**src/rtl/core/assert_macros.svh**
```systemverilog
// ---------------------------------------------------------------------------
// assert_macros.svh
// Shared concurrent assertion macros for the walker RTL.
// ---------------------------------------------------------------------------
`ifndef ASSERT_MACROS_SVH
`define ASSERT_MACROS_SVH

// Same-cycle implication, masked while reset is asserted
`define ASSERT_IMPLIES(label, clk, rstn, ante, cons) \
    label: assert property (@(posedge clk) disable iff (!(rstn)) (ante) |-> (cons)) \
        else $error("assertion failed: same-cycle implication");

// Next-cycle implication, masked while reset is asserted
`define ASSERT_NEXT(label, clk, rstn, ante, cons) \
    label: assert property (@(posedge clk) disable iff (!(rstn)) (ante) |=> (cons)) \
        else $error("assertion failed: next-cycle implication");

`endif

```
**src/rtl/core/ptw_pkg.sv**
```systemverilog
// ---------------------------------------------------------------------------
// ptw_pkg
// Types, constants and helpers shared by the page table walker modules.
// ---------------------------------------------------------------------------
package ptw_pkg;

    // Address and entry geometry
    localparam int PA_BITS        = 52;
    localparam int ADDR_PORT_BITS = 52;
    localparam int VA_BITS        = 48;
    localparam int ENTRY_BITS     = 64;
    localparam int IDX_BITS       = 9;
    localparam int ENTRY_SHIFT    = 3;
    localparam int PAGE_SHIFT     = 12;
    localparam int LARGE_SHIFT    = 21;
    localparam int FRAME_BITS     = PA_BITS - PAGE_SHIFT;

    // Index positions of each level within the virtual address
    localparam int SHIFT_TOP   = 39;
    localparam int SHIFT_UPPER = 30;
    localparam int SHIFT_DIR   = 21;
    localparam int SHIFT_LEAF  = 12;

    // Entry flag bits
    localparam int PRESENT_POS = 0;
    localparam int LARGE_POS   = 7;

    // Input item kinds
    localparam logic KIND_REQUEST  = 1'b0;
    localparam logic KIND_RESPONSE = 1'b1;

    // Result item kinds
    localparam logic RESULT_READ = 1'b0;
    localparam logic RESULT_DONE = 1'b1;

    // Walk levels (level whose entry is awaited)
    localparam logic [1:0] LEVEL_TOP   = 2'd0;
    localparam logic [1:0] LEVEL_UPPER = 2'd1;
    localparam logic [1:0] LEVEL_DIR   = 2'd2;
    localparam logic [1:0] LEVEL_LEAF  = 2'd3;

    // Front-to-back queue
    localparam int QUEUE_DEPTH    = 2;
    localparam int QUEUE_PTR_BITS = $clog2(QUEUE_DEPTH);
    localparam int QUEUE_CNT_BITS = $clog2(QUEUE_DEPTH + 1);

    // Classified item handed from front to back
    typedef struct packed {
        logic                  is_req;    // new translation request
        logic [VA_BITS-1:0]    vaddr;     // request: virtual address
        logic [PA_BITS-1:0]    req_addr;  // request: first entry address
        logic [FRAME_BITS-1:0] frame;     // response: entry frame bits
        logic                  entry_ok;  // response: read good and present
        logic                  big_page;  // response: large page bit
    } work_t;

    // Table index of a virtual address for one level
    function automatic logic [IDX_BITS-1:0] table_index(
        input logic [VA_BITS-1:0] va,
        input logic [1:0]         level
    );
        logic [IDX_BITS-1:0] idx;
        case (level)
            LEVEL_TOP:   idx = va[SHIFT_TOP   +: IDX_BITS];
            LEVEL_UPPER: idx = va[SHIFT_UPPER +: IDX_BITS];
            LEVEL_DIR:   idx = va[SHIFT_DIR   +: IDX_BITS];
            default:     idx = va[SHIFT_LEAF  +: IDX_BITS];
        endcase
        return idx;
    endfunction

endpackage

```
**src/rtl/core/ptw_front.sv**
```systemverilog
// ---------------------------------------------------------------------------
// ptw_front
// Classifies incoming items and precomputes the first entry address.
// ---------------------------------------------------------------------------
module ptw_front (
    input  logic                           kind,
    input  logic [ptw_pkg::VA_BITS-1:0]    vaddr_in,
    input  logic [ptw_pkg::ADDR_PORT_BITS-1:0] root_table,
    input  logic [ptw_pkg::ENTRY_BITS-1:0] read_data,
    input  logic                           read_ok,
    output ptw_pkg::work_t                 item
);

    logic [ptw_pkg::PA_BITS-1:0]  root_pa;
    logic [ptw_pkg::IDX_BITS-1:0] top_idx;
    logic [ptw_pkg::PA_BITS-1:0]  top_ofs;

    // First read: root plus scaled top-level index, wrapping at PA_BITS
    assign root_pa = root_table[ptw_pkg::PA_BITS-1:0];
    assign top_idx = ptw_pkg::table_index(vaddr_in, ptw_pkg::LEVEL_TOP);
    assign top_ofs = ptw_pkg::PA_BITS'({top_idx, {ptw_pkg::ENTRY_SHIFT{1'b0}}});

    // Pack the classified item
    always_comb begin
        item.is_req   = (kind == ptw_pkg::KIND_REQUEST);
        item.vaddr    = vaddr_in;
        item.req_addr = root_pa + top_ofs;
        item.frame    = read_data[ptw_pkg::PA_BITS-1:ptw_pkg::PAGE_SHIFT];
        item.entry_ok = read_ok & read_data[ptw_pkg::PRESENT_POS];
        item.big_page = read_data[ptw_pkg::LARGE_POS];
    end

endmodule

```
**src/rtl/core/ptw_queue.sv**
```systemverilog
// ---------------------------------------------------------------------------
// ptw_queue
// Short FIFO between front and back; push and pop in the same cycle.
// ---------------------------------------------------------------------------
module ptw_queue (
    input  logic           aclk,
    input  logic           aresetn,
    input  logic           push_valid,
    output logic           push_ready,
    input  ptw_pkg::work_t push_item,
    output logic           pop_valid,
    input  logic           pop_ready,
    output ptw_pkg::work_t pop_item
);

    ptw_pkg::work_t mem_reg [ptw_pkg::QUEUE_DEPTH];

    logic [ptw_pkg::QUEUE_PTR_BITS-1:0] wr_ptr_reg, wr_ptr_next;
    logic [ptw_pkg::QUEUE_PTR_BITS-1:0] rd_ptr_reg, rd_ptr_next;
    logic [ptw_pkg::QUEUE_CNT_BITS-1:0] count_reg, count_next;
    logic                               do_push, do_pop;

    assign push_ready = (count_reg != ptw_pkg::QUEUE_CNT_BITS'(ptw_pkg::QUEUE_DEPTH));
    assign pop_valid  = (count_reg != '0);
    assign pop_item   = mem_reg[rd_ptr_reg];
    assign do_push    = push_valid & push_ready;
    assign do_pop     = pop_valid & pop_ready;

    // Pointer and fill count update
    always_comb begin
        wr_ptr_next = wr_ptr_reg;
        rd_ptr_next = rd_ptr_reg;
        count_next  = count_reg;
        if (do_push) begin
            if (wr_ptr_reg == ptw_pkg::QUEUE_PTR_BITS'(ptw_pkg::QUEUE_DEPTH - 1)) begin
                wr_ptr_next = '0;
            end else begin
                wr_ptr_next = wr_ptr_reg + 1'b1;
            end
        end
        if (do_pop) begin
            if (rd_ptr_reg == ptw_pkg::QUEUE_PTR_BITS'(ptw_pkg::QUEUE_DEPTH - 1)) begin
                rd_ptr_next = '0;
            end else begin
                rd_ptr_next = rd_ptr_reg + 1'b1;
            end
        end
        if (do_push && !do_pop) begin
            count_next = count_reg + 1'b1;
        end else if (do_pop && !do_push) begin
            count_next = count_reg - 1'b1;
        end
    end

    always_ff @(posedge aclk) begin
        if (!aresetn) begin
            wr_ptr_reg <= '0;
            rd_ptr_reg <= '0;
            count_reg  <= '0;
        end else begin
            wr_ptr_reg <= wr_ptr_next;
            rd_ptr_reg <= rd_ptr_next;
            count_reg  <= count_next;
        end
    end

    // Storage, no reset needed
    always_ff @(posedge aclk) begin
        if (do_push) begin
            mem_reg[wr_ptr_reg] <= push_item;
        end
    end

endmodule

```
**src/rtl/core/ptw_back.sv**
```systemverilog
// ---------------------------------------------------------------------------
// ptw_back
// Walk state machine: steps the walk per item and registers the result.
// ---------------------------------------------------------------------------
module ptw_back (
    input  logic                        aclk,
    input  logic                        aresetn,
    input  logic                        item_valid,
    output logic                        item_ready,
    input  ptw_pkg::work_t              item,
    output logic                        m_valid,
    input  logic                        m_ready,
    output logic                        res_kind,
    output logic [ptw_pkg::PA_BITS-1:0] res_read_addr,
    output logic [ptw_pkg::PA_BITS-1:0] res_paddr,
    output logic                        res_fault
);

    // Walk state
    logic                        busy_reg, busy_next;
    logic [1:0]                  level_reg, level_next;
    logic [ptw_pkg::VA_BITS-1:0] vaddr_reg, vaddr_next;

    // Output register
    logic                        valid_reg, valid_next;
    logic                        kind_reg, kind_next;
    logic [ptw_pkg::PA_BITS-1:0] raddr_reg, raddr_next;
    logic [ptw_pkg::PA_BITS-1:0] paddr_reg, paddr_next;
    logic                        fault_reg, fault_next;

    logic                         fire;
    logic [1:0]                   level_up;
    logic [ptw_pkg::IDX_BITS-1:0] next_idx;
    logic [ptw_pkg::PA_BITS-1:0]  next_addr;
    logic [ptw_pkg::PA_BITS-1:0]  large_pa;
    logic [ptw_pkg::PA_BITS-1:0]  page_pa;

    // Take an item whenever the output register is free or draining
    assign item_ready = !valid_reg || m_ready;
    assign fire       = item_valid && item_ready;

    // Address candidates; low bits of the bases are zero, so joins replace adds
    assign level_up  = 2'(level_reg + 2'd1);
    assign next_idx  = ptw_pkg::table_index(vaddr_reg, level_up);
    assign next_addr = {item.frame, next_idx, {ptw_pkg::ENTRY_SHIFT{1'b0}}};
    assign large_pa  = {item.frame[ptw_pkg::FRAME_BITS-1:
                                   ptw_pkg::LARGE_SHIFT-ptw_pkg::PAGE_SHIFT],
                        vaddr_reg[ptw_pkg::LARGE_SHIFT-1:0]};
    assign page_pa   = {item.frame, vaddr_reg[ptw_pkg::PAGE_SHIFT-1:0]};

    // One walk step per item
    always_comb begin
        busy_next  = busy_reg;
        level_next = level_reg;
        vaddr_next = vaddr_reg;
        valid_next = valid_reg && !m_ready;
        kind_next  = kind_reg;
        raddr_next = raddr_reg;
        paddr_next = paddr_reg;
        fault_next = fault_reg;
        if (fire) begin
            if (item.is_req) begin
                // New request drops any walk in progress
                vaddr_next = item.vaddr;
                valid_next = 1'b1;
                if (item.req_addr == '0) begin
                    busy_next  = 1'b0;
                    level_next = ptw_pkg::LEVEL_TOP;
                    kind_next  = ptw_pkg::RESULT_DONE;
                    raddr_next = '0;
                    paddr_next = '0;
                    fault_next = 1'b1;
                end else begin
                    busy_next  = 1'b1;
                    level_next = ptw_pkg::LEVEL_TOP;
                    kind_next  = ptw_pkg::RESULT_READ;
                    raddr_next = item.req_addr;
                    paddr_next = '0;
                    fault_next = 1'b0;
                end
            end else if (busy_reg) begin
                valid_next = 1'b1;
                raddr_next = '0;
                kind_next  = ptw_pkg::RESULT_DONE;
                busy_next  = 1'b0;
                level_next = ptw_pkg::LEVEL_TOP;
                if (!item.entry_ok) begin
                    // Failed read or entry not present
                    paddr_next = '0;
                    fault_next = 1'b1;
                end else if (level_reg == ptw_pkg::LEVEL_LEAF) begin
                    paddr_next = page_pa;
                    fault_next = (page_pa == '0);
                end else if (level_reg == ptw_pkg::LEVEL_DIR && item.big_page) begin
                    // 2 MiB page
                    paddr_next = large_pa;
                    fault_next = (large_pa == '0);
                end else if (next_addr == '0) begin
                    paddr_next = '0;
                    fault_next = 1'b1;
                end else begin
                    busy_next  = 1'b1;
                    level_next = level_up;
                    kind_next  = ptw_pkg::RESULT_READ;
                    raddr_next = next_addr;
                    paddr_next = '0;
                    fault_next = 1'b0;
                end
            end
            // response while idle: dropped, no result
        end
    end

    // Control state
    always_ff @(posedge aclk) begin
        if (!aresetn) begin
            busy_reg  <= 1'b0;
            level_reg <= ptw_pkg::LEVEL_TOP;
            vaddr_reg <= '0;
            valid_reg <= 1'b0;
        end else begin
            busy_reg  <= busy_next;
            level_reg <= level_next;
            vaddr_reg <= vaddr_next;
            valid_reg <= valid_next;
        end
    end

    // Result payload
    always_ff @(posedge aclk) begin
        kind_reg  <= kind_next;
        raddr_reg <= raddr_next;
        paddr_reg <= paddr_next;
        fault_reg <= fault_next;
    end

    assign m_valid       = valid_reg;
    assign res_kind      = kind_reg;
    assign res_read_addr = raddr_reg;
    assign res_paddr     = paddr_reg;
    assign res_fault     = fault_reg;

endmodule

```
**src/rtl/core/four_level_page_table_walker_unit.sv**
```systemverilog
// ---------------------------------------------------------------------------
// four_level_page_table_walker_unit
// Four-level page table walker for 48-bit virtual addresses.
// ---------------------------------------------------------------------------
//  Channel | Dir | Handshake          | Items
//  s_      | in  | s_valid / s_ready  | translation requests, read responses
//  m_      | out | m_valid / m_ready  | entry read requests, finished walks
//
//  One item per cycle sustained while m_ready stays high; a result item shows
//  on m_ once its input item has passed the queue entry and then the walk
//  step into the output register.
//  The walk state advances once per item in the back end, which sets the rate.
//  Reset: aresetn synchronous, active low; queue empty, walker idle.
//  A stalled m_ side holds the output register, fills the two-entry queue,
//  then drops s_ready.
// ---------------------------------------------------------------------------
`include "assert_macros.svh"

module four_level_page_table_walker_unit (
    input  logic                                aclk,
    input  logic                                aresetn,
    input  logic                                s_valid,
    output logic                                s_ready,
    input  logic                                s_kind,
    input  logic [ptw_pkg::VA_BITS-1:0]         s_vaddr,
    input  logic [ptw_pkg::ADDR_PORT_BITS-1:0]  s_root_table,
    input  logic [ptw_pkg::ENTRY_BITS-1:0]      s_read_data,
    input  logic                                s_read_ok,
    output logic                                m_valid,
    input  logic                                m_ready,
    output logic                                m_result_kind,
    output logic [ptw_pkg::ADDR_PORT_BITS-1:0]  m_read_addr,
    output logic [ptw_pkg::ADDR_PORT_BITS-1:0]  m_paddr,
    output logic                                m_fault
);

    ptw_pkg::work_t              front_item;
    ptw_pkg::work_t              back_item;
    logic                        back_valid;
    logic                        back_ready;
    logic [ptw_pkg::PA_BITS-1:0] read_addr;
    logic [ptw_pkg::PA_BITS-1:0] done_pa;

    // Front: classify items
    ptw_front u_front (
        .kind      (s_kind),
        .vaddr_in  (s_vaddr),
        .root_table(s_root_table),
        .read_data (s_read_data),
        .read_ok   (s_read_ok),
        .item      (front_item)
    );

    // Queue between front and back
    ptw_queue u_queue (
        .aclk      (aclk),
        .aresetn   (aresetn),
        .push_valid(s_valid),
        .push_ready(s_ready),
        .push_item (front_item),
        .pop_valid (back_valid),
        .pop_ready (back_ready),
        .pop_item  (back_item)
    );

    // Back: walk state and result register
    ptw_back u_back (
        .aclk         (aclk),
        .aresetn      (aresetn),
        .item_valid   (back_valid),
        .item_ready   (back_ready),
        .item         (back_item),
        .m_valid      (m_valid),
        .m_ready      (m_ready),
        .res_kind     (m_result_kind),
        .res_read_addr(read_addr),
        .res_paddr    (done_pa),
        .res_fault    (m_fault)
    );

    assign m_read_addr = ptw_pkg::ADDR_PORT_BITS'(read_addr);
    assign m_paddr     = ptw_pkg::ADDR_PORT_BITS'(done_pa);

    // A finished walk faults exactly when its address is zero
    `ASSERT_IMPLIES(a_done_fault, aclk, aresetn,
        m_valid && (m_result_kind == ptw_pkg::RESULT_DONE),
        m_fault == (m_paddr == '0))

    // A read request never carries a zero address, a result address or a fault
    `ASSERT_IMPLIES(a_read_clean, aclk, aresetn,
        m_valid && (m_result_kind == ptw_pkg::RESULT_READ),
        (m_read_addr != '0) && (m_paddr == '0) && !m_fault)

    // A finished walk reports no read address
    `ASSERT_IMPLIES(a_done_no_read, aclk, aresetn,
        m_valid && (m_result_kind == ptw_pkg::RESULT_DONE),
        m_read_addr == '0)

endmodule
```
**config.mk**
```make
export PLATFORM = sky130hd
export DESIGN_NAME = four_level_page_table_walker_unit
export DESIGN_NICKNAME = d
export VERILOG_FILES = /design/src/rtl/core/ptw_pkg.sv /design/src/rtl/core/ptw_front.sv /design/src/rtl/core/ptw_queue.sv /design/src/rtl/core/ptw_back.sv /design/src/rtl/core/four_level_page_table_walker_unit.sv
export VERILOG_INCLUDE_DIRS = /design/src /design/src/rtl/core
export SDC_FILE = /design/constraint.sdc
export NUM_CORES = 1
export LEC_CHECK = 0
export BUFFER_PORTS_ARGS = -buffer_cell sky130_fd_sc_hd__buf_2
export CAP_MARGIN = 20
export CORE_ASPECT_RATIO = 1.25
export CORE_MARGIN = 2
export CORE_UTILIZATION = 35
export CTS_CLUSTER_DIAMETER = 80
export CTS_CLUSTER_SIZE = 10
export DETAILED_ROUTE_END_ITERATION = 12
export GPL_ROUTABILITY_DRIVEN = 0
export GPL_TIMING_DRIVEN = 1
export MAX_ROUTING_LAYER = met4
export PLACE_DENSITY = 0.56
export REMOVE_ABC_BUFFERS = 1
export SYNTH_ARGS = -nofsm -noshare
export SYNTH_HDL_FRONTEND = slang
export SYNTH_SLANG_ARGS = --single-unit
```
**constraint.sdc**
```tcl
create_clock -name aclk -period 19.16 [get_ports aclk]
set_input_delay 3.832 -clock aclk [delete_from_list [all_inputs] [get_ports aclk]]
set_output_delay 3.832 -clock aclk [all_outputs]
set_load 0.03 [all_outputs]
```
==> metrics.txt <==
# TYPE chip_impl_metric gauge
chip_impl_metric{name="initial_util",unit="%"} 35.6
chip_impl_metric{name="max_incr_delay_on_cp",unit="ns"} 0.61
chip_impl_metric{name="clock_sink_count",unit=""} 449
chip_impl_metric{name="sequentialPowerShare",unit="%"} 45.8
chip_impl_metric{name="ctsHoldBuffers",unit=""} 0
chip_impl_metric{name="post_synth.cell_area_avg",unit="sq um"} 14.9
chip_impl_metric{name="route.detailed.wl_per_inst",unit="microns"} 21.7
chip_impl_metric{name="cts-buffers-inserted",unit=""} 50
chip_impl_metric{name="setup-tns-final",unit="ns"} 0
chip_impl_info{name="worstHoldPathType",value="flip-flop to flip-flop"} 1
chip_impl_metric{name="worstPathMaxFanout",unit=""} 10
chip_impl_metric{name="largest_reg_flops",unit=""} 286
chip_impl_metric{name="synth_top_area_share",unit="%"} 65.3
chip_impl_metric{name="synth.cell_area",unit="sq um"} 18000
chip_impl_metric{name="clk_pin_slew_worst_setup_hold_paths",unit="ns"} 0.05
chip_impl_metric{name="synth_enable_flop_cells",unit=""} 392
chip_impl_metric{name="finalNetCount",unit=""} 1662
chip_impl_info{name="crit_path_cell_trace",value="buf_2, ha_1, inv_1, fa_1, nor2b_1, o21ai_1, a21boi_1, o221a_2, o221ai_2, or4_1, xnor2_1"} 1
chip_impl_metric{name="skew",unit="ns"} 0.0212
chip_impl_metric{name="synth_compound_gate_area_share",unit="%"} 6.13
chip_impl_metric{name="wire_length_of_the_first_global_routing_pass",unit="microns"} 69000
chip_impl_metric{name="htree_num_levels",unit=""} 2
chip_impl_metric{name="clock_latency",unit="ns"} 0.60
chip_impl_metric{name="filler_cells_inserted",unit=""} 4732
chip_impl_info{name="ys_top_cells_by_area",value="sky130_fd_sc_hd__edfxtp_1 (65%), sky130_fd_sc_hd__mux2i_1 (7.8%), sky130_fd_sc_hd__dfxtp_1 (6.3%)"} 1
chip_impl_metric{name="power.static_leakage",unit="nW"} 7.52
chip_impl_metric{name="sequential_cell_area_fraction_in_the_yosys_report",unit="%"} 71.7
chip_impl_metric{name="asyncSetResetFlopFracSynth",unit="%"} 0
chip_impl_info{name="synth_most_common_cell",value="sky130_fd_sc_hd__edfxtp_1"} 1
chip_impl_metric{name="timing.fmax",unit="GHz"} 0.165
chip_impl_info{name="cts_tree",value="yes"} 1
chip_impl_info{name="critPathTopFamily",value="compound AO/OA/AOI/OAI gates"} 1
chip_impl_metric{name="via_count",unit=""} 11000
chip_impl_info{name="endpoint_kind",value="flip-flop"} 1
chip_impl_metric{name="area.growth.synth_to_final",unit="%"} 19.3
chip_impl_metric{name="antenna_violating_nets_post_route",unit=""} 0
chip_impl_metric{name="floorplan.die.height",unit="microns"} 258
chip_impl_metric{name="power_density",unit="nW/um^2"} 148
chip_impl_metric{name="ys_ff_latch",unit=""} 449
chip_impl_info{name="worst_path_max_delay_cell",value="sky130_fd_sc_hd__or4_1"} 1
chip_impl_metric{name="max-clock-path-buffers",unit=""} 3
chip_impl_metric{name="post-route-drc-count",unit=""} 0
chip_impl_metric{name="tightestPinTransition",unit="ns"} 1.00
chip_impl_metric{name="synthDistinctLibCells",unit=""} 55
chip_impl_metric{name="route.final.wire_length",unit="microns"} 47200
chip_impl_metric{name="number_of_antenna_violations_at_the_first_check_in_global_routing",unit=""} 14
chip_impl_metric{name="p_comb_share",unit="%"} 27.4
chip_impl_metric{name="max_cap_violations",unit=""} 0
chip_impl_metric{name="cts.repair_timing.setup_buffer_count",unit=""} 0
chip_impl_metric{name="worst_endpoint_data_arrival_time",unit="ns"} 6.38
chip_impl_metric{name="synthMuxAreaShare",unit="%"} 7.90
chip_impl_metric{name="post_drt_via_cell_ratio",unit=""} 5.07
chip_impl_metric{name="boundaryPins",unit=""} 278
chip_impl_info{name="synth-main-ff-cell",value="sky130_fd_sc_hd__edfxtp_1"} 1
chip_impl_metric{name="worst-path-buf-inv",unit=""} 2
chip_impl_metric{name="post_synth_fa_ha_maj_area_fraction",unit="%"} 1.15
chip_impl_info{name="crit_type",value="input port to flip-flop"} 1
chip_impl_metric{name="share_of_synthesized_cell_area_in_and_or_nand_and_nor_gates",unit="%"} 8.85
chip_impl_metric{name="yosysWarnings",unit=""} 0
chip_impl_metric{name="cp_data_required_time",unit="ns"} 19.48
chip_impl_metric{name="finalHoldViolations",unit=""} 0
chip_impl_metric{name="peakVddDrop",unit="mV"} 0.0667
chip_impl_metric{name="layout-drive-gt1-share",unit="%"} 23.2
chip_impl_info{name="combinational_family_with_the_most_area_after_synthesis",value="simple AND/OR/NAND/NOR gates"} 1
chip_impl_metric{name="pin_count_of_the_biggest_net_entering_global_routing",unit=""} 75
chip_impl_metric{name="cts.repair.resized",unit=""} 0
chip_impl_metric{name="total_global_routing_overflow",unit=""} 0
chip_impl_info{name="netlist.top_cell.by_area",value="sky130_fd_sc_hd__edfxtp_1"} 1
chip_impl_metric{name="postSynthCellCount",unit=""} 1210
chip_impl_metric{name="min_period_over_period",unit="%"} 31.6
chip_impl_metric{name="swShare",unit="%"} 34.1
chip_impl_metric{name="total_switching_power",unit="mW"} 1.08
chip_impl_metric{name="utilization",unit="%"} 42.4
chip_impl_metric{name="setup_viol",unit=""} 0
chip_impl_metric{name="fin_worst_hold_slack",unit="ns"} 0.500
chip_impl_metric{name="core",unit="sq um"} 50600
chip_impl_metric{name="postLayoutCellArea",unit="sq um"} 21500
chip_impl_info{name="kind_of_start_point_of_the_critical_path",value="input port"} 1
chip_impl_metric{name="internal-power",unit="mW"} 2.09
chip_impl_metric{name="clockPowerShare",unit="%"} 26.8
chip_impl_metric{name="maxSlewViolCount",unit=""} 0
chip_impl_metric{name="overall_die_area",unit="sq um"} 53300
chip_impl_metric{name="num_rows",unit=""} 92
chip_impl_metric{name="first_global_vias",unit=""} 11400
chip_impl_metric{name="port_buffers",unit=""} 255
chip_impl_metric{name="drtIter0Drc",unit=""} 635
chip_impl_metric{name="drt_first_pass_iters",unit=""} 8
chip_impl_info{name="cts_root_buffer",value="sky130_fd_sc_hd__clkbuf_16"} 1
chip_impl_metric{name="min_period",unit="ns"} 6.06
chip_impl_metric{name="fp.dieW",unit="microns"} 207
chip_impl_info{name="rsz0062_at_grt",value="false"} 1
chip_impl_metric{name="dp_hpwl",unit="microns"} 33800
chip_impl_metric{name="globalRouteTotalUtil",unit="%"} 18.1
chip_impl_metric{name="dpl_cell_area",unit="sq um"} 20000
chip_impl_metric{name="synthXorXnorAreaFrac",unit="%"} 2.43
chip_impl_info{name="outcome",value="completed"} 1
chip_impl_info{name="synth_commonest_cells",value="sky130_fd_sc_hd__edfxtp_1 (392), sky130_fd_sc_hd__mux2i_1 (141), sky130_fd_sc_hd__nor2_1 (129), sky130_fd_sc_hd__a211oi_1 (57), sky130_fd_sc_hd__dfxtp_1 (57)"} 1
chip_impl_metric{name="worst_slew_margin_rel",unit="%"} 33.0
==> final cells by class <==
type                            count  area (sq um)  area share [%]
Tap cell                          658           823            3.83
Antenna cell                       13          32.5           0.151
Clock buffer                       74          1340            6.24
Multi-Input combinational cell    677          4800            22.3
Sequential cell                   449         12900            60.1
Inverter                           27           104           0.483
Clock inverter                      3          58.8           0.274
Timing Repair Buffer              271          1420            6.59
==> cells in the final DEF, fill, tap and decap left out, types with 2 or more instances in the layout <==
| master | instances |
|---|---|
| sky130_fd_sc_hd__a211oi_1 | 57 |
| sky130_fd_sc_hd__a21o_1 | 4 |
| sky130_fd_sc_hd__a21oi_1 | 10 |
| sky130_fd_sc_hd__a222oi_1 | 9 |
| sky130_fd_sc_hd__a22oi_1 | 2 |
| sky130_fd_sc_hd__and2_1 | 14 |
| sky130_fd_sc_hd__and3_1 | 4 |
| sky130_fd_sc_hd__and3_4 | 3 |
| sky130_fd_sc_hd__buf_2 | 255 |
| sky130_fd_sc_hd__buf_4 | 15 |
| sky130_fd_sc_hd__clkbuf_1 | 24 |
| sky130_fd_sc_hd__clkbuf_16 | 50 |
| sky130_fd_sc_hd__dfxtp_1 | 56 |
| sky130_fd_sc_hd__diode_2 | 13 |
| sky130_fd_sc_hd__edfxtp_1 | 392 |
| sky130_fd_sc_hd__ha_1 | 15 |
| sky130_fd_sc_hd__inv_1 | 26 |
| sky130_fd_sc_hd__mux2i_1 | 141 |
| sky130_fd_sc_hd__nand2_1 | 29 |
| sky130_fd_sc_hd__nand2b_1 | 2 |
| sky130_fd_sc_hd__nand3_1 | 23 |
| sky130_fd_sc_hd__nand4_1 | 16 |
| sky130_fd_sc_hd__nand4_4 | 2 |
| sky130_fd_sc_hd__nor2_1 | 128 |
| sky130_fd_sc_hd__nor2b_1 | 5 |
| sky130_fd_sc_hd__nor3_1 | 22 |
| sky130_fd_sc_hd__nor3_2 | 2 |
| sky130_fd_sc_hd__nor4_1 | 38 |
| sky130_fd_sc_hd__nor4b_1 | 4 |
| sky130_fd_sc_hd__o21a_1 | 2 |
| sky130_fd_sc_hd__o21ai_0 | 10 |
| sky130_fd_sc_hd__o21ai_1 | 2 |
| sky130_fd_sc_hd__o221a_2 | 2 |
| sky130_fd_sc_hd__o22ai_1 | 49 |
| sky130_fd_sc_hd__or2_2 | 3 |
| sky130_fd_sc_hd__or3_1 | 5 |
| sky130_fd_sc_hd__or4_1 | 3 |
| sky130_fd_sc_hd__xnor2_1 | 29 |
| sky130_fd_sc_hd__xor2_1 | 21 |
==> power groups by stage <==
stage / sequential, mW / combinational (mW) / clock, mW
after floorplan: 1.66 / 0.478 / 0
after detailed placement: 1.48 / 0.883 / 0
after CTS: 1.46 / 0.885 / 0.876
after global routing: 1.47 / 0.943 / 0.916
after global placement: 1.47 / 0.870 / 0
final: 1.45 / 0.869 / 0.852
==> through the flow <==
stage / worst slack, ns / cells / power, mW
floorplan: 8.64 / 1153 / 2.14
global placement: 12.50 / 2081 / 2.34
detailed placement: 12.50 / 2081 / 2.36
CTS: 13.10 / 2158 / 3.22
global route: 12.95 / 2172 / 3.33
finish: 13.10 / 2172 / 3.17
==> worst reg2reg max path: stages (launching register included) <==
cell and delay, ns:
sky130_fd_sc_hd__dfxtp_4 0.79, sky130_fd_sc_hd__buf_4 0.81, sky130_fd_sc_hd__buf_4 0.68, sky130_fd_sc_hd__mux2i_1 0.44
sky130_fd_sc_hd__nand3_1 0.13, sky130_fd_sc_hd__nor3_1 0.23, sky130_fd_sc_hd__or2_1 0.32, sky130_fd_sc_hd__buf_4 0.48
sky130_fd_sc_hd__o22ai_1 0.25
==> per-layer routing <==
layer | vias to the layer above | share of wire (%) | GRT usage [%]
met5 | - | 0 | -
met4 | 0 | 2.7 | 5.99
met3 | 83 | 5.8 | 3.87
met2 | 314 | 51 | 30.4
met1 | 5377 | 41 | 21.5
li1 | 5231 | - | -
==> worst paths after layout <==
kind,from,end,slack (ns),cells past startpoint
min reg2reg,u_back.vaddr_reg[46],u_back.vaddr_reg[46],0.50,2
max,s_root_table[3],u_queue.mem_reg[0][81],13.10,11
min,u_back.vaddr_reg[46],u_back.vaddr_reg[46],0.50,2
max reg2reg,flip-flop,u_back.res_read_addr[13],14.71,8
==> logic make-up after synthesis <==
family,after synthesis
flops,449
simple gates,313
compound gates,156
mux,142
buf+inv,84
xor+xnor,50
fa+ha+maj,16
Power figures use the tool's default switching activity.
